File: config.mk
export PLATFORM = sky130hd
export DESIGN_NAME = smart_port_frame_encoder
export DESIGN_NICKNAME = d
export VERILOG_FILES = /design/src/spfe_pkg.sv /design/src/spfe_front.sv /design/src/spfe_fifo.sv /design/src/spfe_back.sv /design/src/smart_port_frame_encoder.sv
export SDC_FILE = /design/constraint.sdc
export NUM_CORES = 1
export LEC_CHECK = 0
export BUFFER_PORTS_ARGS = -buffer_cell sky130_fd_sc_hd__buf_4
export CAP_MARGIN = 25
export CORE_MARGIN = 4
export CORE_UTILIZATION = 45
export CTS_CLUSTER_SIZE = 20
export DETAILED_ROUTE_END_ITERATION = 7
export PLACE_DENSITY_LB_ADDON = 0.2
export SLEW_MARGIN = 20
export SYNTH_ARGS = -nofsm -noshare
export SYNTH_HDL_FRONTEND = slang
export SYNTH_SLANG_ARGS = --single-unit
File: constraint.sdc
create_clock -name clk_i -period 7 [get_ports clk_i]
set_input_delay 0.35 -clock clk_i [delete_from_list [all_inputs] [get_ports clk_i]]
set_output_delay 0.35 -clock clk_i [all_outputs]
set_load 0.05 [all_outputs]
File: src/spfe_pkg.sv
// ----------------------------------------------------------------------------
// spfe_pkg
// Shared types, constants and the checksum fold of the frame encoder.
// ----------------------------------------------------------------------------
package spfe_pkg;

  localparam logic [7:0] ESC_BYTE  = 8'h7D;
  localparam logic [7:0] FLAG_BYTE = 8'h7E;
  localparam logic [7:0] ESC_XOR   = 8'h20;
  localparam logic [7:0] SUM_BASE  = 8'hFF;

  localparam logic [7:0] FRAME_TYPE_RST = 8'h10;

  localparam int unsigned FRAME_BYTES = 8;
  localparam int unsigned IDX_W       = $clog2(FRAME_BYTES);
  localparam logic [IDX_W-1:0] LAST_IDX = IDX_W'(FRAME_BYTES - 1);

  localparam int unsigned FIFO_DEPTH = 2;
  localparam int unsigned FIFO_PTR_W = $clog2(FIFO_DEPTH);
  localparam int unsigned FIFO_CNT_W = $clog2(FIFO_DEPTH + 1);

  typedef struct packed {
    logic [FRAME_BYTES-1:0][7:0] bytes;
    logic [FRAME_BYTES-1:0]      esc;
  } frame_t;

  // Folding the carries of the plain byte total back in twice gives the same
  // value as adding the carry back after every byte.
  function automatic logic [7:0] fold_sum(input logic [10:0] total);
    logic [8:0] f;
    f = 9'(total[7:0]) + 9'(total[10:8]);
    return f[7:0] + 8'(f[8]);
  endfunction

  function automatic logic needs_esc(input logic [7:0] b);
    return (b == ESC_BYTE) || (b == FLAG_BYTE);
  endfunction

endpackage

File: src/spfe_front.sv
// ----------------------------------------------------------------------------
// spfe_front
// Accepts a telemetry word, builds the eight frame bytes with their checksum
// and marks the bytes that need an escape.
// ----------------------------------------------------------------------------
module spfe_front (
  input  logic                 clk_i,
  input  logic                 rst_ni,
  input  logic [7:0]           frame_type_i,
  input  logic                 in_valid_i,
  output logic                 in_stall_o,
  input  logic [15:0]          sensor_id_i,
  input  logic [31:0]          payload_i,
  output logic                 push_o,
  output spfe_pkg::frame_t     frame_o,
  input  logic                 fifo_full_i
);
  import spfe_pkg::*;

  logic   valid_q, valid_d;
  frame_t frame_q, frame_d;
  logic   load;
  logic [10:0] sum_all;

  assign push_o     = valid_q && !fifo_full_i;
  assign in_stall_o = valid_q && fifo_full_i;
  assign load       = in_valid_i && !in_stall_o;
  assign frame_o    = frame_q;

  always_comb begin
    frame_d.bytes[0] = frame_type_i;
    frame_d.bytes[1] = sensor_id_i[7:0];
    frame_d.bytes[2] = sensor_id_i[15:8];
    frame_d.bytes[3] = payload_i[7:0];
    frame_d.bytes[4] = payload_i[15:8];
    frame_d.bytes[5] = payload_i[23:16];
    frame_d.bytes[6] = payload_i[31:24];
    sum_all = ((11'(frame_d.bytes[0]) + 11'(frame_d.bytes[1])) +
               (11'(frame_d.bytes[2]) + 11'(frame_d.bytes[3]))) +
              ((11'(frame_d.bytes[4]) + 11'(frame_d.bytes[5])) +
               11'(frame_d.bytes[6]));
    frame_d.bytes[FRAME_BYTES-1] = SUM_BASE - fold_sum(sum_all);
    for (int i = 0; i < FRAME_BYTES; i++) begin
      frame_d.esc[i] = needs_esc(frame_d.bytes[i]);
    end
  end

  always_comb begin
    valid_d = valid_q;
    if (load) begin
      valid_d = 1'b1;
    end else if (push_o) begin
      valid_d = 1'b0;
    end
  end

  always_ff @(posedge clk_i or negedge rst_ni) begin
    if (!rst_ni) begin
      valid_q <= 1'b0;
    end else begin
      valid_q <= valid_d;
    end
  end

  always_ff @(posedge clk_i) begin
    if (load) begin
      frame_q <= frame_d;
    end
  end

endmodule

File: src/spfe_fifo.sv
// ----------------------------------------------------------------------------
// spfe_fifo
// Short queue of prepared frames between the front and the serializer.
// ----------------------------------------------------------------------------
module spfe_fifo (
  input  logic             clk_i,
  input  logic             rst_ni,
  input  logic             push_i,
  input  spfe_pkg::frame_t frame_i,
  output logic             full_o,
  input  logic             pop_i,
  output logic             valid_o,
  output spfe_pkg::frame_t head_o
);
  import spfe_pkg::*;

  frame_t                mem_q [FIFO_DEPTH];
  logic [FIFO_PTR_W-1:0] wr_ptr_q, wr_ptr_d;
  logic [FIFO_PTR_W-1:0] rd_ptr_q, rd_ptr_d;
  logic [FIFO_CNT_W-1:0] cnt_q, cnt_d;

  assign full_o  = (cnt_q == FIFO_CNT_W'(FIFO_DEPTH));
  assign valid_o = (cnt_q != '0);
  assign head_o  = mem_q[rd_ptr_q];

  always_comb begin
    wr_ptr_d = wr_ptr_q;
    rd_ptr_d = rd_ptr_q;
    cnt_d    = cnt_q;
    if (push_i) begin
      wr_ptr_d = (wr_ptr_q == FIFO_PTR_W'(FIFO_DEPTH - 1)) ? '0 : wr_ptr_q + 1'b1;
    end
    if (pop_i) begin
      rd_ptr_d = (rd_ptr_q == FIFO_PTR_W'(FIFO_DEPTH - 1)) ? '0 : rd_ptr_q + 1'b1;
    end
    if (push_i && !pop_i) begin
      cnt_d = cnt_q + 1'b1;
    end else if (pop_i && !push_i) begin
      cnt_d = cnt_q - 1'b1;
    end
  end

  always_ff @(posedge clk_i or negedge rst_ni) begin
    if (!rst_ni) begin
      wr_ptr_q <= '0;
      rd_ptr_q <= '0;
      cnt_q    <= '0;
    end else begin
      wr_ptr_q <= wr_ptr_d;
      rd_ptr_q <= rd_ptr_d;
      cnt_q    <= cnt_d;
    end
  end

  always_ff @(posedge clk_i) begin
    if (push_i) begin
      mem_q[wr_ptr_q] <= frame_i;
    end
  end

  a_no_overflow : assert property (@(posedge clk_i) disable iff (!rst_ni)
    push_i |-> !full_o) else $error("frame queue written while full");

  a_no_underflow : assert property (@(posedge clk_i) disable iff (!rst_ni)
    pop_i |-> valid_o) else $error("frame queue read while empty");

endmodule

File: src/spfe_back.sv
// ----------------------------------------------------------------------------
// spfe_back
// Serializes queued frames into an output register, one line byte per cycle
// unless out_stall_i holds it, inserting escape pairs.
// ----------------------------------------------------------------------------
module spfe_back (
  input  logic             clk_i,
  input  logic             rst_ni,
  input  logic             fifo_valid_i,
  input  spfe_pkg::frame_t head_i,
  output logic             pop_o,
  output logic             out_valid_o,
  input  logic             out_stall_i,
  output logic [7:0]       line_byte_o,
  output logic             frame_end_o
);
  import spfe_pkg::*;

  logic             out_valid_q, out_valid_d;
  logic [7:0]       out_byte_q, out_byte_d;
  logic             out_end_q, out_end_d;
  logic [IDX_W-1:0] idx_q, idx_d;
  logic             esc_q, esc_d;
  logic             adv;
  logic [7:0]       cur;
  logic             last;

  assign adv  = fifo_valid_i && (!out_valid_q || !out_stall_i);
  assign cur  = head_i.bytes[idx_q];
  assign last = (idx_q == LAST_IDX);

  always_comb begin
    out_valid_d = out_valid_q;
    out_byte_d  = out_byte_q;
    out_end_d   = out_end_q;
    idx_d       = idx_q;
    esc_d       = esc_q;
    pop_o       = 1'b0;
    if (out_valid_q && !out_stall_i) begin
      out_valid_d = 1'b0;
    end
    if (adv) begin
      out_valid_d = 1'b1;
      if (!esc_q && head_i.esc[idx_q]) begin
        out_byte_d = ESC_BYTE;
        out_end_d  = 1'b0;
        esc_d      = 1'b1;
      end else begin
        out_byte_d = esc_q ? (cur ^ ESC_XOR) : cur;
        out_end_d  = last;
        esc_d      = 1'b0;
        idx_d      = last ? '0 : idx_q + 1'b1;
        pop_o      = last;
      end
    end
  end

  always_ff @(posedge clk_i or negedge rst_ni) begin
    if (!rst_ni) begin
      out_valid_q <= 1'b0;
      idx_q       <= '0;
      esc_q       <= 1'b0;
    end else begin
      out_valid_q <= out_valid_d;
      idx_q       <= idx_d;
      esc_q       <= esc_d;
    end
  end

  always_ff @(posedge clk_i) begin
    out_byte_q <= out_byte_d;
    out_end_q  <= out_end_d;
  end

  assign out_valid_o = out_valid_q;
  assign line_byte_o = out_byte_q;
  assign frame_end_o = out_end_q;

  a_esc_pending : assert property (@(posedge clk_i) disable iff (!rst_ni)
    esc_q |-> (fifo_valid_i && head_i.esc[idx_q]))
    else $error("escape pending without an escaped byte at the head");

  a_esc_after_marker : assert property (@(posedge clk_i) disable iff (!rst_ni)
    (adv && esc_d) |=> (out_valid_q && out_byte_q == ESC_BYTE && !out_end_q))
    else $error("escape marker not presented");

  a_pop_at_end : assert property (@(posedge clk_i) disable iff (!rst_ni)
    pop_o |=> (out_valid_q && out_end_q && idx_q == '0))
    else $error("frame released without its last byte");

endmodule

File: src/smart_port_frame_encoder.sv
// ----------------------------------------------------------------------------
// smart_port_frame_encoder
// Telemetry data-frame encoder: one id/value word in, one stuffed frame out.
// ----------------------------------------------------------------------------
// Each accepted word produces 8 to 16 line bytes: the frame type, the id and
// the value least significant byte first, and a one's-complement style
// checksum, with 0x7D and 0x7E sent as escape pairs. The last byte carries
// frame_end_o. The serializer emits one byte per cycle unless out_stall_i
// holds it; a two-entry frame queue lets the next word be accepted and
// prepared while the current frame is still going out. The frame type
// register is written through cfg_we_i and cfg_data_i and resets to 0x10.
module smart_port_frame_encoder (
  input  logic        clk_i,
  input  logic        rst_ni,
  input  logic        cfg_we_i,
  input  logic [7:0]  cfg_data_i,
  input  logic        in_valid_i,
  output logic        in_stall_o,
  input  logic [15:0] sensor_id_i,
  input  logic [31:0] payload_i,
  output logic        out_valid_o,
  input  logic        out_stall_i,
  output logic [7:0]  line_byte_o,
  output logic        frame_end_o
);
  import spfe_pkg::*;

  logic [7:0] frame_type_q;
  logic       push;
  logic       pop;
  logic       fifo_full;
  logic       fifo_valid;
  frame_t     front_frame;
  frame_t     head;

  always_ff @(posedge clk_i or negedge rst_ni) begin
    if (!rst_ni) begin
      frame_type_q <= FRAME_TYPE_RST;
    end else if (cfg_we_i) begin
      frame_type_q <= cfg_data_i;
    end
  end

  spfe_front u_front (
    .clk_i        (clk_i),
    .rst_ni       (rst_ni),
    .frame_type_i (frame_type_q),
    .in_valid_i   (in_valid_i),
    .in_stall_o   (in_stall_o),
    .sensor_id_i  (sensor_id_i),
    .payload_i    (payload_i),
    .push_o       (push),
    .frame_o      (front_frame),
    .fifo_full_i  (fifo_full)
  );

  spfe_fifo u_fifo (
    .clk_i   (clk_i),
    .rst_ni  (rst_ni),
    .push_i  (push),
    .frame_i (front_frame),
    .full_o  (fifo_full),
    .pop_i   (pop),
    .valid_o (fifo_valid),
    .head_o  (head)
  );

  spfe_back u_back (
    .clk_i        (clk_i),
    .rst_ni       (rst_ni),
    .fifo_valid_i (fifo_valid),
    .head_i       (head),
    .pop_o        (pop),
    .out_valid_o  (out_valid_o),
    .out_stall_i  (out_stall_i),
    .line_byte_o  (line_byte_o),
    .frame_end_o  (frame_end_o)
  );

endmodule
==> results.sh, run 1 <==
export IMPL_status="completed"
export IMPL_crit_path_max_fanout=4
export IMPL_synth_ff_type="sky130_fd_sc_hd__edfxtp_1"
export IMPL_async_reset_ff_share_pct=7.41
export IMPL_layout_core_utilization_pct=53.7
export IMPL_post_cts_repair_setup_buffers=0
export IMPL_port_buffer_count=71
export IMPL_num_rows=56
export IMPL_synth_cells=598
export IMPL_diodes=0
export IMPL_overall_global_routing_resource_usage_pct=17.4
export IMPL_report_final_setup_viol=0
export IMPL_area_growth_synth_to_final_pct=17.7
export IMPL_vias=5410
export IMPL_type_of_element_capturing_the_critical_path="register"
export IMPL_crit_path_start="frame_type_q[0]"
export IMPL_grt_antenna_before_repair=0
export IMPL_vias_per_cell=5.23
export IMPL_dieArea_um2=26300
export IMPL_cts_buffer_depth=3
export IMPL_slew_violations=0
export IMPL_hold_path_class="in2reg"
export IMPL_p_int_mw=4.17
export IMPL_timing_worst_slew_pin_value_ps=606
export IMPL_wl_um=22000
export IMPL_max_cap_viol_count=0
export IMPL_relSlewSlack_pct=59.6
export IMPL_maxClockFrequency_mhz=152
export IMPL_route_antenna_remaining_nets=0
export IMPL_drive_above_1_share_pct=25.0
export IMPL_worst_skew_pair_late_latency_ps=520
export IMPL_layout_commonest_cell="sky130_fd_sc_hd__edfxtp_1"
export IMPL_synth_cell_area_um2=10700
export IMPL_grt_overflow_total=0
export IMPL_finish_net_count=822
export IMPL_dieHeight_um=162
export IMPL_clkSinkCount=243
export IMPL_pin_count_of_the_biggest_net_entering_global_routing=73
export IMPL_place_hpwl_um=15400
export IMPL_sw_frac_of_total_pct=35.0
export IMPL_clkTransAtPathRegs_ps=60
export IMPL_power_ir_vdd_worst_uv=667
export IMPL_drt_initial_drc_count=388
export IMPL_initial_core_util_pct=45.6
export IMPL_placement_setup_worst_slack_ps=325
export IMPL_postSynthAreaPerCell_um2=17.9
export IMPL_placeableCoreArea_um2=23500
export IMPL_die_width_um=162
export IMPL_final_hold_violation_count=0
export IMPL_htree_depth=1
export IMPL_crit_required_ps=7280
export IMPL_power_static_leakage_nw=4.66
export IMPL_drt_drc_violations_left=0
export IMPL_synth_edf_count=225
export IMPL_ios=72
export IMPL_synth_yosys_warnings=0
export IMPL_cpPeakStageDelay_ps=500
export IMPL_finalClockSkew_ps=19.0
export IMPL_synthesis_nets=724
export IMPL_cpMaxStageDelayCell="sky130_fd_sc_hd__fa_1"
export IMPL_total_switching_power_mw=2.24
export IMPL_holdCritStartpoint="in_valid_i"
export IMPL_worst_ep_arrival_time_ps=6860
export IMPL_cp_start_kind="register"
export IMPL_final_min_period_over_clock_period_pct=93.9
export IMPL_hold_worst_slack_ps=31.1
export IMPL_critical_path_class="reg2reg"
export IMPL_period_minus_slack_ps=6580
export IMPL_seqPwrFrac_pct=37.0
export IMPL_rsz0062_at_grt="no"
export IMPL_cts_root_buffer="sky130_fd_sc_hd__clkbuf_16"
export IMPL_power_clock_fraction_pct=21.4
export IMPL_gp_routability_congestion=0.845
export IMPL_ff_latch_count_synth=243
export IMPL_powerDensity_nw_per_um2=509
export IMPL_detailedRoute_firstPassIterationCount=4
export IMPL_final_critical_path_setup_slack_ps=424
export IMPL_power_combinational_fraction_pct=41.6
export IMPL_tritoncts="built"
export IMPL_cts_made_buffers=26
export IMPL_number_of_global_route_vias_before_repair=5891
export IMPL_ys_types=45
export IMPL_tns_ps=0
export IMPL_r2r_start="frame_type_q[0]"
export IMPL_grt_pass1_wl_um=34800
export IMPL_most_common_layout_cells="sky130_fd_sc_hd__edfxtp_1 (225), sky130_fd_sc_hd__buf_4 (77), sky130_fd_sc_hd__inv_1 (49), sky130_fd_sc_hd__mux4_2 (45), sky130_fd_sc_hd__ha_1 (44)"
export IMPL_ys_seq_area_share_pct=67.3
export IMPL_routed_wire_length_per_instance_um=21.2
cell families (layout without fill, tap and decap cells):
group           after synthesis  count (layout)  synth area share (%)
flops                       243             243                  67.3
buf+inv                      61             178                  2.31
compound gates               59              59                  3.35
fa+ha+maj                    65              65                  9.06
xor+xnor                     44              44                  3.67
simple gates                 71              71                  3.80
mux                          55              55                  10.5
power by group through the flow:
stage          logic (mW)  registers [mW]  clock network [mW]
6_report             2.67            2.37                1.37
5_1_grt              2.94            2.42                1.48
4_1_cts              2.64            2.39                1.40
3_5_place_dp         2.62            2.42                   0
3_3_place_gp         2.55            2.39                   0
2_1_floorplan        1.85            2.44                   0
metal layers:
| layer | up-vias | share of wire (%) | global-route usage [%] |
|---|---|---|---|
| met2 | 98 | 50 | 28.9 |
| met1 | 2795 | 44 | 24.8 |
| li1 | 2492 | - | - |
| met3 | 25 | 4.1 | 2.54 |
| met5 | - | 0 | 0 |
| met4 | 0 | 1.5 | 3.77 |
worst max-delay path: cells and delay by family (launching register included):
family / cells / cell delay [ps]
AO/OA/AOI/OAI: 7 / 1390
AND/OR/NAND/NOR: 10 / 1120
flip-flops: 1 / 450
XOR/XNOR: 2 / 460
buffers and inverters: 2 / 90
adder cells (fa/ha/maj): 8 / 2820
registers in the layout, indices dropped and copies added (netlist names):
register            flops
frame_type_q            8
u_fifo.cnt_q            2
u_back.out_valid_o      1
u_front.valid_q         1
u_back.line_byte_o      8
u_fifo.mem_q          144
u_fifo.wr_ptr_q         1
u_fifo.rd_ptr_q         1
u_back.esc_q            1
u_back.frame_end_o      1
u_front.frame_o        72
u_back.idx_q            3
repair_timing:
item / 4_1_cts / 5_1_grt
endpoints found under the hold margin: 19 / 0
hold buffers: 2 / 0
gates resized for setup: 0 / 2
setup endpoints to repair: 0 / 1
final timing paths:
kind / cells after the start / slack [ps] / end
hold reg to reg: 0 / 440 / u_fifo.mem_q[0][36]
max in group asynchronous: 2 / 6490 / frame_type_q[4]
setup / recovery: 29 / 420 / u_front.frame_o[7]
setup reg to reg: 29 / 420 / u_front.frame_o[7]
hold / removal: 2 / 30 / u_front.valid_q
min in group asynchronous: 2 / 240 / frame_type_q[7]
cell usage after synthesis (2+ instances only):
library cell	number	area [µm²]
sky130_fd_sc_hd__a211o_1	2	17.5
sky130_fd_sc_hd__a21o_1	7	52.6
sky130_fd_sc_hd__a21oi_1	23	115
sky130_fd_sc_hd__buf_2	3	15.0
sky130_fd_sc_hd__buf_6	2	22.5
sky130_fd_sc_hd__clkbuf_1	6	22.5
sky130_fd_sc_hd__dfrtp_1	17	425
sky130_fd_sc_hd__edfxtp_1	225	6760
sky130_fd_sc_hd__fa_1	21	420
sky130_fd_sc_hd__ha_1	44	551
sky130_fd_sc_hd__inv_1	49	184
sky130_fd_sc_hd__mux2_1	2	22.5
sky130_fd_sc_hd__mux2_2	8	90.1
sky130_fd_sc_hd__mux4_2	45	1010
sky130_fd_sc_hd__nand2_1	13	48.8
sky130_fd_sc_hd__nand2b_1	5	31.3
sky130_fd_sc_hd__nand3_1	2	10.0
sky130_fd_sc_hd__nand3b_1	2	15.0
sky130_fd_sc_hd__nand4_1	7	43.8
sky130_fd_sc_hd__nor2_1	13	48.8
sky130_fd_sc_hd__nor2b_1	5	31.3
sky130_fd_sc_hd__nor3_1	5	25.0
sky130_fd_sc_hd__nor4b_1	6	52.6
sky130_fd_sc_hd__o21a_1	4	30.0
sky130_fd_sc_hd__o21ai_0	8	40.0
sky130_fd_sc_hd__o21ai_1	5	25.0
sky130_fd_sc_hd__o21bai_1	6	45.0
sky130_fd_sc_hd__or2_1	5	31.3
sky130_fd_sc_hd__xnor2_1	33	289
sky130_fd_sc_hd__xor2_1	10	87.6
final cells by class:
type                    instances  area [µm²]
clock inverters                20         190
repair buffers                 82         673
inverters                      49         184
multi-input cells             294        3270
well taps                     319         399
clock buffers                  27         676
flip-flops and latches        243        7210
fillers                      1864       10900
per-stage QoR:
| step | total power [mW] | area [µm²] | cells |
|---|---|---|---|
| after floorplan | 4.29 | 10700 | 598 |
| after global placement | 4.94 | 11600 | 982 |
| after detailed placement | 5.04 | 11600 | 982 |
| after CTS | 6.43 | 12500 | 1031 |
| after global routing | 6.83 | 12600 | 1034 |
| final | 6.41 | 12600 | 1034 |
Note: power is estimated with default switching activity, not from simulation.
==> inputs of run 2 (changes only) <==
--- a/config.mk
+++ b/config.mk
@@ -7,6 +7,8 @@
 export LEC_CHECK = 0
 export BUFFER_PORTS_ARGS = -buffer_cell sky130_fd_sc_hd__buf_4
 export CAP_MARGIN = 25
+export CELL_PAD_IN_SITES_DETAIL_PLACEMENT = 0
+export CELL_PAD_IN_SITES_GLOBAL_PLACEMENT = 2
 export CORE_MARGIN = 4
 export CORE_UTILIZATION = 45
 export CTS_CLUSTER_SIZE = 20
==> run 2 against run 1 <==
- combinational power down 4%
- core utilization fell by 0.39 points
- non-clock buffer count down 2
- critical path type unchanged
- count of clock-buffer cells in the layout shrank 1
- register-to-register slack better by 80 ps
- routed wire length grew 3.0%
- hold slack better by 15 ps
- critical path depth is 1 higher
==> results.sh, run 2 (synthesis gave the netlist of run 1 again) <==
export IMPL_status="completed"
export IMPL_die_width_um=162
export IMPL_layout_core_utilization_pct=53.3
export IMPL_placeableCoreArea_um2=23500
export IMPL_worst_r2r_endpoint="u_front.frame_o[7]"
export IMPL_min_to="u_front.frame_o[60]"
export IMPL_max_cap_viol_count=0
export IMPL_worst_ep_arrival_time_ps=6760
export IMPL_power_static_leakage_nw=4.63
export IMPL_min_delay_path_depth=1
export IMPL_post_cts_repair_setup_buffers=0
export IMPL_drive_above_1_share_pct=25.1
export IMPL_r2r_worst_path_cells=30
export IMPL_num_rows=56
export IMPL_place_hpwl_um=16300
export IMPL_cp_start_kind="register"
export IMPL_ios=72
export IMPL_hold_path_class="in2reg"
export IMPL_grt_overflow_total=0
export IMPL_crit_path_max_fanout=4
export IMPL_area_growth_synth_to_final_pct=16.8
export IMPL_drt_drc_violations_left=0
export IMPL_clkSinkCount=243
export IMPL_finish_net_count=818
export IMPL_number_of_global_route_vias_before_repair=5746
export IMPL_cpMaxStageDelayCell="sky130_fd_sc_hd__fa_1"
export IMPL_tritoncts="built"
export IMPL_postLayoutCellArea_um2=12500
export IMPL_type_of_element_capturing_the_critical_path="register"
export IMPL_timing_worst_slew_pin_value_ps=978
export IMPL_dieHeight_um=162
export IMPL_htree_depth=1
export IMPL_critical_path_class="reg2reg"
export IMPL_finalClockSkew_ps=14.4
export IMPL_r2r_start="frame_type_q[0]"
export IMPL_report_final_setup_viol=0
export IMPL_crit_required_ps=7270
export IMPL_rsz0062_at_grt="no"
export IMPL_gp_routability_congestion=0.823
export IMPL_clkTransAtPathRegs_ps=60
export IMPL_drt_initial_drc_count=395
export IMPL_grt_pass1_wl_um=34400
export IMPL_powerDensity_nw_per_um2=501
export IMPL_detailedRoute_firstPassIterationCount=4
export IMPL_wl_um=22600
export IMPL_final_hold_violation_count=0
export IMPL_routed_wire_length_per_instance_um=22.0
export IMPL_maxClockFrequency_mhz=154
export IMPL_worst_skew_pair_late_latency_ps=510
export IMPL_holdCritStartpoint="payload_i[28]"
export IMPL_diodes=0
export IMPL_reg2reg_setup_slack_ps=510
export IMPL_vias=5391
export IMPL_total_placed_instance_area_um2=11600
export IMPL_cts_root_buffer="sky130_fd_sc_hd__clkbuf_16"
export IMPL_layout_commonest_cell="sky130_fd_sc_hd__edfxtp_1"
export IMPL_slew_violations=0
export IMPL_vias_per_cell=5.24
export IMPL_power_ir_vdd_worst_uv=421
export IMPL_relSlewSlack_pct=34.8
export IMPL_period_minus_slack_ps=6490
export IMPL_largest_register="u_fifo.mem_q"
export IMPL_most_common_layout_cells="sky130_fd_sc_hd__edfxtp_1 (225), sky130_fd_sc_hd__buf_4 (76), sky130_fd_sc_hd__inv_1 (49), sky130_fd_sc_hd__mux4_2 (45), sky130_fd_sc_hd__ha_1 (44)"
export IMPL_flip_flop_count_of_the_largest_register_after_layout=144
export IMPL_cts_made_buffers=24
export IMPL_tns_ps=0
export IMPL_cts_resized=0
export IMPL_overall_global_routing_resource_usage_pct=17.6
export IMPL_cpPeakStageDelay_ps=510
export IMPL_final_min_period_over_clock_period_pct=92.8
export IMPL_grt_antenna_before_repair=1
export IMPL_pin_count_of_the_biggest_net_entering_global_routing=73
export IMPL_dieArea_um2=26300
export IMPL_cts_buffer_depth=3
export IMPL_port_buffer_count=71
export IMPL_initial_core_util_pct=45.6
export IMPL_route_antenna_remaining_nets=0
[run 2: per-stage QoR]
stage | setup slack, ps | hold WS [ps] | power, mW | instances
final | 507 | 45.6 | 6.27 | 1029
after detailed placement | 425 | 249 | 5.04 | 981
after global placement | 567 | 246 | 4.98 | 981
after CTS | 459 | 28.2 | 6.34 | 1026
after floorplan | 1070 | 54.4 | 4.29 | 598
after global routing | 51.2 | 26.8 | 6.69 | 1029
[run 2: timing repair]
item / CTS / global route
setup endpoints to repair: 0 / 0
hold endpoints to repair: 18 / 0
hold buffers: 1 / 0
[run 2: power by group]
part	total, mW	switching [mW]	internal [mW]
Clock	1.28	0.521	0.761
Combinational	2.56	1.44	1.12
Sequential	2.43	0.230	2.20
Total	6.27	2.19	4.08
[run 2: how the worst max path moves through the flow]
| stage | from | end | slack [ps] | cells past startpoint |
|---|---|---|---|---|
| 3_5_place_dp | payload_i[8] | u_front.frame_o[7] | 420 | 28 |
| 5_1_grt | frame_type_q[0] | u_front.frame_o[7] | 50 | 30 |
| 4_1_cts | frame_type_q[0] | u_front.frame_o[7] | 460 | 27 |
| 3_3_place_gp | sensor_id_i[8] | u_front.frame_o[7] | 570 | 32 |
| 2_1_floorplan | sensor_id_i[8] | u_front.frame_o[7] | 1070 | 31 |
| 6_report | frame_type_q[0] | u_front.frame_o[7] | 510 | 30 |
[run 2: critical path: cells and delay by family, from the launching register on]
family / cells / cell delay, ps
fa+ha+maj: 7 / 2470
compound gates: 10 / 1530
simple gates: 9 / 1390
flops: 1 / 440
xor+xnor: 2 / 320
buf+inv: 2 / 100
[run 2: layout make-up]
cell class / count / area [µm²]
clock inverters: 18 / 168
well taps: 319 / 399
fillers: 1873 / 11000
repair buffers: 80 / 656
clock buffers: 26 / 629
multi-input cells: 294 / 3270
flip-flops and latches: 243 / 7210
inverters: 49 / 184
[run 2: metal layers]
metal / share of wire, % / track usage [%] / up-vias
met4: 2.1 / 4.73 / 0
met3: 5.3 / 2.39 / 31
met1: 45 / 26.0 / 2725
met2: 47 / 27.9 / 155
met5: 0 / 0 / -
li1: - / - / 2480
